<file path="config.mk">
export PLATFORM = sky130hd
export DESIGN_NAME = color_ramp_interpolator
export DESIGN_NICKNAME = d
export VERILOG_FILES = /design/src/rtl/cri_pkg.sv /design/src/rtl/color_ramp_interpolator.sv
export VERILOG_INCLUDE_DIRS = /design/src /design/src/rtl
export SDC_FILE = /design/constraint.sdc
export NUM_CORES = 2
export LEC_CHECK = 0
export BUFFER_PORTS_ARGS = -buffer_cell sky130_fd_sc_hd__buf_4
export CAP_MARGIN = 20
export CORE_MARGIN = 2
export CORE_UTILIZATION = 35
export DETAILED_ROUTE_END_ITERATION = 12
export PLACE_DENSITY = 0.54
export SYNTH_ARGS = -nofsm -noshare
export SYNTH_HDL_FRONTEND = slang
export SYNTH_SLANG_ARGS = --single-unit
</file>
<file path="constraint.sdc">
create_clock -name i_clk -period 10.79 [get_ports i_clk]
set_clock_uncertainty 0.15 [all_clocks]
set_input_delay 0.5395 -clock i_clk [delete_from_list [all_inputs] [get_ports i_clk]]
set_output_delay 0.5395 -clock i_clk [all_outputs]
set_load 0.05 [all_outputs]
</file>
<file path="src/rtl/color_ramp_interpolator_macros.svh">
// Assertion helpers for the color ramp block.
`ifndef COLOR_RAMP_INTERPOLATOR_MACROS_SVH
`define COLOR_RAMP_INTERPOLATOR_MACROS_SVH

`ifndef SYNTHESIS
// Same-cycle implication, disabled while reset is asserted.
`define CRI_ASSERT_IMP(label, clk, rst_n, ante, cons) \
    label: assert property (@(posedge clk) disable iff (!(rst_n)) (ante) |-> (cons)) \
        else $error("color ramp assertion failed");
// Next-cycle implication, disabled while reset is asserted.
`define CRI_ASSERT_NXT(label, clk, rst_n, ante, cons) \
    label: assert property (@(posedge clk) disable iff (!(rst_n)) (ante) |=> (cons)) \
        else $error("color ramp assertion failed");
`else
`define CRI_ASSERT_IMP(label, clk, rst_n, ante, cons)
`define CRI_ASSERT_NXT(label, clk, rst_n, ante, cons)
`endif

`endif

</file>
<file path="src/rtl/cri_pkg.sv">
package cri_pkg;

    localparam int POS_W          = 16;
    localparam int CHAN_W         = 8;
    localparam int NUM_CHAN       = 3;
    localparam int CFG_IDX_W      = 3;
    localparam int CFG_DATA_W     = POS_W + NUM_CHAN * CHAN_W;
    localparam int STOP_COUNT_W   = 3;

    localparam int DEF_MAX_STOPS     = 7;
    localparam int DEF_FRACTION_BITS = 8;

    // Register indexes of the configuration port
    localparam logic [CFG_IDX_W-1:0] REG_STOP_COUNT = 3'd0;
    localparam logic [CFG_IDX_W-1:0] REG_STOP_FIRST = 3'd1;

    localparam logic [STOP_COUNT_W-1:0] STOP_COUNT_RESET = 3'd1;

    // Channel 0 is red, 1 green, 2 blue
    typedef logic [NUM_CHAN-1:0][CHAN_W-1:0] t_color;

    typedef struct packed {
        t_color             color;
        logic [POS_W-1:0]   pos;
    } t_stop;

endpackage

</file>
<file path="src/rtl/color_ramp_interpolator.sv">
// Channel  Direction  Handshake                 Payload
// in       input      i_in_valid / o_in_ready   i_sample_value (signed Q8.8)
// out      output     o_out_valid / i_out_ready o_red, o_green, o_blue
// cfg      input      i_cfg_we (no wait)        i_cfg_idx, i_cfg_data
//
// One word enters per cycle while o_in_ready is high; the restoring divider
// resolves one fraction bit per stage.
// Stage 0 picks the interval, stages 1..FRACTION_BITS divide, then multiply, then add.
// Synchronous active-low reset empties the pipeline and restores the stop registers.
// A stall at the output fills bubbles first; each stage holds only when the one after is full.
`include "color_ramp_interpolator_macros.svh"

module color_ramp_interpolator #(
    parameter int MAX_STOPS     = cri_pkg::DEF_MAX_STOPS,
    parameter int FRACTION_BITS = cri_pkg::DEF_FRACTION_BITS
) (
    input  logic                               i_clk,
    input  logic                               i_rst_n,
    input  logic                               i_cfg_we,
    input  logic [cri_pkg::CFG_IDX_W-1:0]      i_cfg_idx,
    input  logic [cri_pkg::CFG_DATA_W-1:0]     i_cfg_data,
    input  logic                               i_in_valid,
    output logic                               o_in_ready,
    input  logic signed [cri_pkg::POS_W-1:0]   i_sample_value,
    output logic                               o_out_valid,
    input  logic                               i_out_ready,
    output logic [cri_pkg::CHAN_W-1:0]         o_red,
    output logic [cri_pkg::CHAN_W-1:0]         o_green,
    output logic [cri_pkg::CHAN_W-1:0]         o_blue
);

    localparam int FB     = FRACTION_BITS;
    localparam int NS     = FB + 3;
    localparam int PW_    = cri_pkg::POS_W;
    localparam int CW     = cri_pkg::CHAN_W;
    localparam int NC     = cri_pkg::NUM_CHAN;
    localparam int DW     = CW + 1;
    localparam int PRW    = DW + FB + 1;
    localparam int SW     = CW + 2;
    localparam int NW     = $clog2(MAX_STOPS + 1);

    // configuration
    logic [cri_pkg::STOP_COUNT_W-1:0] r_stop_count;
    cri_pkg::t_stop                   r_stop [MAX_STOPS];

    // pipeline valids and load enables
    logic             r_vld  [NS];
    logic             s_load [NS];

    // divider stages 0..FB
    logic [PW_-1:0]         r_rem  [FB+1];
    logic [PW_-1:0]         r_span [FB+1];
    logic [FB-1:0]          r_q    [FB+1];
    cri_pkg::t_color        r_a    [FB+2];
    logic signed [DW-1:0]   r_d    [FB+1][NC];

    // multiply stage and output stage
    logic signed [PRW-1:0]  r_prod [NC];
    cri_pkg::t_color        r_out;

    // next values
    logic [PW_-1:0]         n_rem_in;
    logic [PW_-1:0]         n_rem  [1:FB];
    logic [PW_-1:0]         n_span;
    logic [FB-1:0]          n_q    [1:FB];
    cri_pkg::t_color        n_a;
    logic signed [DW-1:0]   n_d    [NC];
    logic signed [PRW-1:0]  n_prod [NC];
    cri_pkg::t_color        n_out;

    // ---------------- configuration ----------------
    always_ff @(posedge i_clk) begin
        if (!i_rst_n) begin
            r_stop_count <= cri_pkg::STOP_COUNT_RESET;
            for (int i = 0; i < MAX_STOPS; i++) begin
                r_stop[i] <= '0;
            end
        end else if (i_cfg_we) begin
            if (i_cfg_idx == cri_pkg::REG_STOP_COUNT) begin
                r_stop_count <= i_cfg_data[cri_pkg::STOP_COUNT_W-1:0];
            end
            for (int i = 0; i < MAX_STOPS; i++) begin
                if (i_cfg_idx == cri_pkg::REG_STOP_FIRST + cri_pkg::CFG_IDX_W'(i)) begin
                    r_stop[i] <= i_cfg_data;
                end
            end
        end
    end

    // ---------------- handshake ----------------
    always_comb begin
        s_load[NS-1] = !r_vld[NS-1] || i_out_ready;
        for (int j = NS - 2; j >= 0; j--) begin
            s_load[j] = !r_vld[j] || s_load[j+1];
        end
    end

    assign o_in_ready  = s_load[0];
    assign o_out_valid = r_vld[NS-1];
    assign o_red       = r_out[0];
    assign o_green     = r_out[1];
    assign o_blue      = r_out[2];

    // ---------------- stage 0: interval select ----------------
    always_comb begin
        logic [NW-1:0]          s_n;
        logic                   s_hit;
        logic                   s_direct;
        logic signed [PW_-1:0]  s_low  [MAX_STOPS];
        cri_pkg::t_stop         s_prv  [MAX_STOPS];
        cri_pkg::t_stop         s_selp;
        cri_pkg::t_stop         s_selc;
        cri_pkg::t_stop         s_last;
        logic signed [PW_:0]    s_num;
        logic signed [PW_:0]    s_spn;

        // zero count acts as one stop, large counts saturate
        if (r_stop_count == '0) begin
            s_n = NW'(1);
        end else if (int'(r_stop_count) > MAX_STOPS) begin
            s_n = NW'(MAX_STOPS);
        end else begin
            s_n = NW'(r_stop_count);
        end

        s_low[0] = '0;
        s_prv[0] = r_stop[0];
        for (int i = 1; i < MAX_STOPS; i++) begin
            s_low[i] = signed'(r_stop[i-1].pos);
            s_prv[i] = r_stop[i-1];
        end

        s_last = r_stop[0];
        for (int i = 0; i < MAX_STOPS; i++) begin
            if (i == int'(s_n) - 1) begin
                s_last = r_stop[i];
            end
        end

        // scan starts at zero: negative samples fall through to the last stop
        s_hit    = 1'b0;
        s_direct = 1'b1;
        s_selp   = s_last;
        s_selc   = s_last;
        for (int i = 0; i < MAX_STOPS; i++) begin
            if (!s_hit && (i < int'(s_n)) && (i_sample_value >= s_low[i])
                    && (i_sample_value < signed'(r_stop[i].pos))) begin
                s_hit    = 1'b1;
                s_direct = (i == 0);
                s_selp   = s_prv[i];
                s_selc   = r_stop[i];
            end
        end

        s_num = (PW_+1)'(i_sample_value) - (PW_+1)'(signed'(s_selp.pos));
        s_spn = (PW_+1)'(signed'(s_selc.pos)) - (PW_+1)'(signed'(s_selp.pos));
        if (s_direct) begin
            n_rem_in = '0;
            n_span   = PW_'(1);
        end else begin
            n_rem_in = s_num[PW_-1:0];
            n_span   = s_spn[PW_-1:0];
        end
        n_a    = s_selp.color;
        for (int c = 0; c < NC; c++) begin
            // flat color on the direct path: zero delta
            if (s_direct) begin
                n_d[c] = '0;
            end else begin
                n_d[c] = signed'({1'b0, s_selc.color[c]}) - signed'({1'b0, s_selp.color[c]});
            end
        end
    end

    // ---------------- stages 1..FB: restoring divide ----------------
    always_comb begin
        logic [PW_:0] s_sh;
        logic         s_ge;
        for (int j = 1; j <= FB; j++) begin
            s_sh     = {r_rem[j-1], 1'b0};
            s_ge     = s_sh >= {1'b0, r_span[j-1]};
            n_rem[j] = s_ge ? PW_'(s_sh - {1'b0, r_span[j-1]}) : s_sh[PW_-1:0];
            n_q[j]   = {r_q[j-1][FB-2:0], s_ge};
        end
    end

    // ---------------- multiply and add ----------------
    always_comb begin
        logic signed [SW-1:0] s_sum;
        logic signed [PRW-1:0] s_shr;
        for (int c = 0; c < NC; c++) begin
            n_prod[c] = PRW'(r_d[FB][c]) * PRW'(signed'({1'b0, r_q[FB]}));
        end
        for (int c = 0; c < NC; c++) begin
            // arithmetic shift rounds toward minus infinity
            s_shr    = r_prod[c] >>> FB;
            s_sum    = signed'(SW'(r_a[FB+1][c])) + SW'(s_shr);
            n_out[c] = s_sum[CW-1:0];
        end
    end

    // ---------------- pipeline registers ----------------
    always_ff @(posedge i_clk) begin
        if (!i_rst_n) begin
            for (int j = 0; j < NS; j++) begin
                r_vld[j] <= 1'b0;
            end
        end else begin
            if (s_load[0]) begin
                r_vld[0] <= i_in_valid;
            end
            for (int j = 1; j < NS; j++) begin
                if (s_load[j]) begin
                    r_vld[j] <= r_vld[j-1];
                end
            end
        end
    end

    always_ff @(posedge i_clk) begin
        if (s_load[0]) begin
            r_rem[0]  <= n_rem_in;
            r_span[0] <= n_span;
            r_q[0]    <= '0;
            r_a[0]    <= n_a;
            for (int c = 0; c < NC; c++) begin
                r_d[0][c] <= n_d[c];
            end
        end
        for (int j = 1; j <= FB; j++) begin
            if (s_load[j]) begin
                r_rem[j]  <= n_rem[j];
                r_span[j] <= r_span[j-1];
                r_q[j]    <= n_q[j];
                r_a[j]    <= r_a[j-1];
                for (int c = 0; c < NC; c++) begin
                    r_d[j][c] <= r_d[j-1][c];
                end
            end
        end
        if (s_load[FB+1]) begin
            r_a[FB+1] <= r_a[FB];
            for (int c = 0; c < NC; c++) begin
                r_prod[c] <= n_prod[c];
            end
        end
        if (s_load[NS-1]) begin
            r_out <= n_out;
        end
    end

    // ---------------- assertions ----------------
    `CRI_ASSERT_IMP(a_sel_rem_below_span, i_clk, i_rst_n, r_vld[0], r_rem[0] < r_span[0])
    `CRI_ASSERT_IMP(a_div_rem_below_span, i_clk, i_rst_n, r_vld[FB], r_rem[FB] < r_span[FB])
    `CRI_ASSERT_IMP(a_stall_means_full, i_clk, i_rst_n, !o_in_ready, r_vld[0])
    `CRI_ASSERT_IMP(a_out_from_pipe, i_clk, i_rst_n, $rose(o_out_valid), $past(r_vld[NS-2]))
    `CRI_ASSERT_NXT(a_full_stall_holds, i_clk, i_rst_n, !o_in_ready, r_vld[NS-1])

endmodule
</file>
Word-level counts from Yosys, hierarchy flattened
Memories as Yosys holds them, arrays and structs flattened.
Index checks and enable logic that the tools add are counted.
{"block": "word_totals", "ff_bits": 27, "ram_bits": 1188, "in_bits": 64, "out_inout_bits": 26, "elab_cells": 278, "memories": 8}
{"block": "op_classes", "add_sub_neg": 17, "n_mul": 3, "magnitude_cmp": 29, "n_eq_ne": 13, "muxes": 135, "bitwise_logic": 18, "n_reduce_logical": 51}
{"memory": "r_stop", "depth": 7, "word_bits": 40, "rd": 7, "rd_clocked_by_memory_dff": 0, "write_ports": 7, "line": "color_ramp_interpolator.sv:44", "source": "cri_pkg::t_stop r_stop [MAX_STOPS];"}
{"memory": "r_d", "depth": 9, "word_bits": 27, "rd": 9, "rd_clocked_by_memory_dff": 0, "write_ports": 9, "line": "color_ramp_interpolator.sv:55", "source": "logic signed [DW-1:0] r_d [FB+1][NC];"}
{"memory": "r_a", "depth": 10, "word_bits": 24, "rd": 10, "rd_clocked_by_memory_dff": 0, "write_ports": 10, "line": "color_ramp_interpolator.sv:54", "source": "cri_pkg::t_color r_a [FB+2];"}
{"memory": "r_rem", "depth": 9, "word_bits": 16, "rd": 8, "rd_clocked_by_memory_dff": 0, "write_ports": 9, "line": "color_ramp_interpolator.sv:51", "source": "logic [PW_-1:0] r_rem [FB+1];"}
{"memory": "r_span", "depth": 9, "word_bits": 16, "rd": 8, "rd_clocked_by_memory_dff": 0, "write_ports": 9, "line": "color_ramp_interpolator.sv:52", "source": "logic [PW_-1:0] r_span [FB+1];"}
{"memory": "r_q", "depth": 9, "word_bits": 8, "rd": 9, "rd_clocked_by_memory_dff": 0, "write_ports": 9, "line": "color_ramp_interpolator.sv:53", "source": "logic [FB-1:0] r_q [FB+1];"}
{"memory": "2 more memories"}
{"operator": "40-bit 2-to-1 mux", "count": 26}
{"operator": "16-bit 2-to-1 mux", "count": 10}
{"operator": "16-bit subtractor", "count": 10}
{"operator": "17-bit by 16-bit >= comparator with 1-bit output", "count": 8}
{"operator": "16-bit less-than comparator", "count": 7}
{"operator": "16-bit >= comparator", "count": 6}
{"operator": "1-bit 2-to-1 mux", "count": 95}
{"operator": "9-bit by 9-bit multiplier with 18-bit output", "count": 3}
{"operator": "9-bit 2-to-1 mux", "count": 3}
{"operator": "8-bit by 8-bit subtractor with 9-bit output", "count": 3}
{"operator": "8-bit adder", "count": 3}
{"operator": "1-bit logical AND", "count": 20}
{"operator": "1-bit bitwise OR", "count": 18}
{"operator": "1-bit zero test", "count": 17}
{"operator": "16-bit by 1-bit >= comparator with 1-bit output, second input constant", "count": 1}
{"operator": "3-bit equality test, second input constant", "count": 4}
{"operator": "4-bit equality test, first input constant", "count": 3}
{"operator": "1-bit logical OR", "count": 11}
{"operator": "3-bit less-than comparator, first input constant", "count": 3}
{"operator": "3-bit by 4-bit equality test with 1-bit output, first input constant", "count": 2}
{"operator": "3-bit by 2-bit equality test with 1-bit output, second input constant", "count": 2}
{"operator": "3-bit zero test", "count": 2}
{"operator": "1-bit by 3-bit less-than comparator with 1-bit output, first input constant", "count": 2}
{"operator": "2-bit by 3-bit less-than comparator with 1-bit output, first input constant", "count": 2}
{"operator": "5 further kinds", "count": 5}

Logic depth before layout (Yosys ltp)
{"block": "depth", "depth_word": 38, "ltp_mapped": 30, "depth_no_buf": 27}

Least setup slack after synthesis
Ideal clock, no wire load.
{"block": "synth_path", "path_kind": "register to register", "from": "register r_stop_count[1] in the netlist's numbering", "to": "memory r_span[0][12] in the netlist's numbering, data pin", "setup_time_ns": 0.266, "t_arrival_ns": 5.782, "required_time_ns": 10.374, "slack_ns": 4.592, "path_stages_with_launch": 28, "path_buffers": 5, "period_less_slack_ns": 6.198, "path_cell_list": "dfxtp_1 -> clkbuf_1 -> nor3b_1 -> ha_1 -> clkbuf_1 -> nand3b_1 -> clkbuf_1 -> buf_1 -> clkbuf_1 -> a21oi_1 -> a211oi_1 -> a21oi_1 -> a211oi_1 -> a211oi_1 -> a21oi_1 -> o21ai_0 -> o211ai_1 -> o21ai_0 -> a222oi_1 -> ha_1 -> and2_1 -> a32oi_1 -> nand2_1 -> o41a_1 -> a211o_1 -> a31oi_1 -> xor2_1 -> nor2_1"}
{"item": "start, declared", "line": "color_ramp_interpolator.sv:43", "source": "logic [cri_pkg::STOP_COUNT_W-1:0] r_stop_count;"}
{"item": "start signal, assigned", "line": "color_ramp_interpolator.sv:74", "source": "r_stop_count <= cri_pkg::STOP_COUNT_RESET;"}
{"item": "start signal, assigned", "line": "color_ramp_interpolator.sv:80", "source": "r_stop_count <= i_cfg_data[cri_pkg::STOP_COUNT_W-1:0];"}
{"item": "end, declared", "line": "color_ramp_interpolator.sv:52"}

==> results_dict.tcl <==
set metrics [dict create \
    ys.flop_type "sky130_fd_sc_hd__edfxtp_1" \
    powerDensity_nw_per_um2 204.4 \
    holdCritStartpoint "i_cfg_data[1]" \
    critical_path_class "reg2reg" \
    worst_setup_path_end_kind "flip-flop" \
    critical_register_to_register_path_endpoint "r_rem[0][14]$_SDFFCE_PP0N_" \
    routed_via_density 5.186 \
    area_growth_pct 12.03 \
    instances_no_fill 7798 \
    timing.critical_path.required_ns 11.23 \
    share_seq_of_total_power_pct 43.2 \
    combPwrFrac_pct 28.0 \
    ios 90 \
    fillerInstances 16790 \
    worst_setup_path_start_kind "flip-flop" \
    gpl.final_weighted_congestion 0.9569 \
    final_layout_size_suffix_gt1_share_pct 8.406 \
    r2r_setup_slack_ns 3.05 \
    synth_warnings 0 \
    layout.nets 6008 \
    design.core.area_um2 173800 \
    detail_route.drc_violations 0 \
    fp.dieH_um 422.3 \
    grt_pass1_vias 40790 \
    syn_avg_cell_area_um2 11.55 \
    critPathArrivalTime_ns 8.18 \
    worst_skew_pair.late_latency_ns 0.78 \
    design.die.area_um2 178400 \
    cts.root.buffer_cell "sky130_fd_sc_hd__clkbuf_16" \
    timing.hold.worst.class "in2reg" \
    drt_iter0_markers 3340 \
    setup-tns-final_ns 0 \
    synth-async-reset-ratio_pct 0 \
    slew_viol_final 0 \
    drt_pass1_iterations 10 \
    port-buffer-count 89 \
    vdd_drop_max_mv 0.1590 \
    max_clock_freq_ghz 0.1291 \
    post_drt_wl_per_cell_um 22.00 \
    power.switching_fraction_pct 31.54 \
    grt_setup_unrepaired "false" \
    hold_fails_final_rpt 0 \
    netlist_area_before_placement_um2 61250 \
    period_share_pct 71.76 \
    timing.max_cap.violations 0 \
    count_of_flip_flops_with_a_built_in_enable_after_synthesis 1105 \
    crit-reg2reg-launch "r_stop_count[1]$_SDFFE_PN0P_" \
    final_antenna_net_count 0 \
    worst-slew-pin-transition_ns 1.155 \
    synth.lib_cells_used.distinct 78 \
    cts.repair_timing.setup_buffer_count 0 \
    global_route.overflow_total 0 \
    grtUsageTotal_pct 19.19 \
    synth_register_bits 1117 \
    synth_fp_nets 5933 \
    dieWidth_um 422.3 \
    cts_hold_buffers 6 \
    clkSlewWorstSetupHoldPaths_ns 0.06 \
    timing.final.setup_violations 0 \
    status "finished clean" \
    worst_slew_slack_as_a_fraction_of_its_limit_pct 22.81 \
    hold_path_depth 3 \
    cell_count_after_synthesis 5301 \
    htree_num_levels 3 \
    synth_sequential_area_ratio_pct 54.57 \
    cts_buffers 119 \
    grt_antenna_before_repair 3 \
    p_int_mw 9.603 \
    cts_tree "built" \
    route.final.wire_length_um 171500 \
    grt_first_pass_wirelength_um 259300 \
    maximum_buffer_depth_of_the_clock_tree 3 \
    p_sw_mw 4.425 \
    reg2regPathDepth 26 \
    cts.repair.resized 0 \
    power_leakage_nw 28.22 \
    place_hpwl_um 119100 \
    num_rows 153 \
    pwr-share-clk_pct 28.7 \
    dpl.cell_count 7574 \
    grt_max_degree 85 \
    critical_path_peak_fanout 54 \
    minimum_clock_period_ns 7.743 \
    worstHoldEndpoint "r_stop_count[1]$_SDFFE_PN0P_" \
    totalPowerFinal_mw 14.03 \
    initial_core_util_pct 35.24 \
    vias 40440 \
    clock_sink_count 1117 \
]
power by group through the flow:
stage | Clock (mW) | Combinational (mW) | Sequential, mW
3_3_place_gp | 0 | 3.89 | 6.14
4_1_cts | 4.15 | 3.95 | 6.07
3_5_place_dp | 0 | 3.91 | 6.16
2_1_floorplan | 0 | 2.79 | 6.10
6_report | 4.03 | 3.93 | 6.06
5_1_grt | 4.32 | 4.40 | 6.14
layer usage:
metal | global-route usage [%] | wire (um) | vias to the layer above
li1 | - | - | 19040
met1 | 25.04 | 73230 | 19670
met2 | 31.80 | 80820 | 1345
met3 | 3.135 | 10140 | 377
met4 | 7.613 | 7303 | 4
met5 | 0 | 32 | -
worst max-delay path, stage by stage (launching register included):
cell	delay, ns
sky130_fd_sc_hd__dfxtp_1	0.58
sky130_fd_sc_hd__nor3b_1	0.70
sky130_fd_sc_hd__ha_1	0.52
sky130_fd_sc_hd__nand3_2	0.51
sky130_fd_sc_hd__buf_4	0.69
sky130_fd_sc_hd__nor2_1	0.08
sky130_fd_sc_hd__a211oi_1	0.24
sky130_fd_sc_hd__a21oi_1	0.07
sky130_fd_sc_hd__a211oi_1	0.26
sky130_fd_sc_hd__a21oi_1	0.06
sky130_fd_sc_hd__o21ai_0	0.28
sky130_fd_sc_hd__mux2i_1	0.13
sky130_fd_sc_hd__a211oi_1	0.30
sky130_fd_sc_hd__a21oi_1	0.07
sky130_fd_sc_hd__nand2_1	0.09
sky130_fd_sc_hd__o21ai_0	0.13
sky130_fd_sc_hd__a21oi_1	0.45
sky130_fd_sc_hd__ha_1	0.29
sky130_fd_sc_hd__inv_1	0.05
sky130_fd_sc_hd__ha_1	0.24
sky130_fd_sc_hd__o31ai_2	0.37
sky130_fd_sc_hd__a31o_1	0.20
sky130_fd_sc_hd__o2bb2ai_1	0.16
sky130_fd_sc_hd__o21ai_1	0.14
sky130_fd_sc_hd__o31a_1	0.29
sky130_fd_sc_hd__or4_1	0.47
sky130_fd_sc_hd__nand3_1	0.09
placed cells by master (no fill, tap or decap), types with 13 or more instances in the layout:
cell type and n:
sky130_fd_sc_hd__edfxtp_1 1105, sky130_fd_sc_hd__nor2_1 633, sky130_fd_sc_hd__inv_1 614, sky130_fd_sc_hd__ha_1 393, sky130_fd_sc_hd__nand2_1 350, sky130_fd_sc_hd__a21oi_1 269
sky130_fd_sc_hd__o21ai_0 179, sky130_fd_sc_hd__fa_1 175, sky130_fd_sc_hd__a211oi_1 150, sky130_fd_sc_hd__buf_4 148, sky130_fd_sc_hd__and2_1 132, sky130_fd_sc_hd__clkbuf_16 119
sky130_fd_sc_hd__mux2_2 91, sky130_fd_sc_hd__xnor2_1 90, sky130_fd_sc_hd__a21o_1 80, sky130_fd_sc_hd__mux2i_1 67, sky130_fd_sc_hd__nor2b_1 48, sky130_fd_sc_hd__nor3_1 48
sky130_fd_sc_hd__nand4_1 47, sky130_fd_sc_hd__a21boi_0 46, sky130_fd_sc_hd__nand3_1 44, sky130_fd_sc_hd__a221oi_1 44, sky130_fd_sc_hd__o211ai_1 42, sky130_fd_sc_hd__o21a_1 41
sky130_fd_sc_hd__xor2_1 41, sky130_fd_sc_hd__a31oi_1 40, sky130_fd_sc_hd__o22ai_1 37, sky130_fd_sc_hd__clkinv_1 33, sky130_fd_sc_hd__nand2b_1 32, sky130_fd_sc_hd__o221ai_1 30
sky130_fd_sc_hd__a22oi_1 22, sky130_fd_sc_hd__clkbuf_1 18, sky130_fd_sc_hd__o21bai_1 16, sky130_fd_sc_hd__clkinv_2 16, sky130_fd_sc_hd__or3_1 14, sky130_fd_sc_hd__and3_1 13
worst max path at each step:
stage | from | end | cells after the start
after global routing | r_stop_count[1]$_SDFFE_PN0P_ | r_rem[0][14]$_SDFFCE_PP0N_ | 26
after floorplan | r_stop_count[1]$_SDFFE_PN0P_ | r_span[0][12]$_SDFFCE_PP0N_ | 27
after detailed placement | r_stop_count[1]$_SDFFE_PN0P_ | r_rem[0][14]$_SDFFCE_PP0N_ | 26
final | r_stop_count[1]$_SDFFE_PN0P_ | r_rem[0][14]$_SDFFCE_PP0N_ | 26
after CTS | r_stop_count[1]$_SDFFE_PN0P_ | r_rem[0][14]$_SDFFCE_PP0N_ | 26
after global placement | r_stop_count[1]$_SDFFE_PN0P_ | r_rem[0][14]$_SDFFCE_PP0N_ | 26
state kept, by name, summed over array words and instances (netlist names):
signal        flops
o_blue            8
o_green           8
o_red             8
r_a             240
r_d             243
r_prod           24
r_q              36
r_rem           128
r_span          128
r_stop          280
r_stop_count      3
r_vld            11
synth_stat cells, types with 16 or more instances:
cell / count / share of area (%)
sky130_fd_sc_hd__edfxtp_1: 1105 / 54
sky130_fd_sc_hd__nor2_1: 639 / 3.9
sky130_fd_sc_hd__inv_1: 620 / 3.8
sky130_fd_sc_hd__ha_1: 393 / 8.0
sky130_fd_sc_hd__nand2_1: 363 / 2.2
sky130_fd_sc_hd__a21oi_1: 270 / 2.2
sky130_fd_sc_hd__o21ai_0: 179 / 1.5
sky130_fd_sc_hd__fa_1: 175 / 5.7
sky130_fd_sc_hd__clkbuf_1: 159 / 0.97
sky130_fd_sc_hd__a211oi_1: 150 / 1.8
sky130_fd_sc_hd__and2_1: 133 / 1.4
sky130_fd_sc_hd__mux2_2: 91 / 1.7
sky130_fd_sc_hd__xnor2_1: 90 / 1.3
sky130_fd_sc_hd__a21o_1: 80 / 0.98
sky130_fd_sc_hd__mux2i_1: 67 / 1.1
sky130_fd_sc_hd__nand3_1: 51 / 0.42
sky130_fd_sc_hd__nor3_1: 49 / 0.40
sky130_fd_sc_hd__nor2b_1: 48 / 0.49
sky130_fd_sc_hd__nand4_1: 47 / 0.48
sky130_fd_sc_hd__a21boi_0: 46 / 0.56
sky130_fd_sc_hd__a221oi_1: 44 / 0.63
sky130_fd_sc_hd__o211ai_1: 42 / 0.51
sky130_fd_sc_hd__o21a_1: 41 / 0.50
sky130_fd_sc_hd__xor2_1: 41 / 0.59
sky130_fd_sc_hd__a31oi_1: 40 / 0.41
sky130_fd_sc_hd__buf_1: 39 / 0.24
sky130_fd_sc_hd__o22ai_1: 37 / 0.38
sky130_fd_sc_hd__nand2b_1: 32 / 0.33
sky130_fd_sc_hd__o221ai_1: 30 / 0.43
sky130_fd_sc_hd__a22oi_1: 22 / 0.27
sky130_fd_sc_hd__o21bai_1: 16 / 0.20
sky130_fd_sc_hd__or3_1: 16 / 0.16
final cells by class:
cell class | instances | area, um2 | area share, %
Tap cell | 2325 | 2909 | 4.240
Clock inverter | 80 | 802.0 | 1.169
Timing Repair Buffer | 154 | 1171 | 1.707
Clock buffer | 137 | 3045 | 4.438
Inverter | 620 | 2333 | 3.401
Multi-Input combinational cell | 3364 | 24930 | 36.33
Sequential cell | 1117 | 33420 | 48.71
Antenna cell | 1 | 2.502 | 0.003647
cell families (layout without fill, tap and decap cells):
family | after synthesis | in the layout | share of synthesized area, %
XOR/XNOR | 131 | 131 | 1.873
flip-flops | 1117 | 1117 | 54.57
AND/OR/NAND/NOR | 1438 | 1438 | 10.49
other | 0 | 1 | 0
buffers and inverters | 820 | 991 | 5.030
adder cells (fa/ha/maj) | 568 | 568 | 13.75
multiplexers | 158 | 158 | 2.768
AO/OA/AOI/OAI | 1069 | 1069 | 11.52
per-stage QoR:
step | hold WS (ns) | instance area (um2) | util [%] | worst slack (ns)
5_1_grt | 0.007016 | 68610 | 39.47 | 2.550
3_3_place_gp | 0.2511 | 64700 | 37.22 | 3.059
3_5_place_dp | 0.2545 | 64700 | 37.22 | 3.112
6_report | 0.04883 | 68610 | 39.47 | 3.047
2_1_floorplan | 0.2503 | 61250 | - | 4.592
4_1_cts | 0.002789 | 68610 | 39.47 | 3.077
No activity file was read; power rests on OpenSTA's default activity.
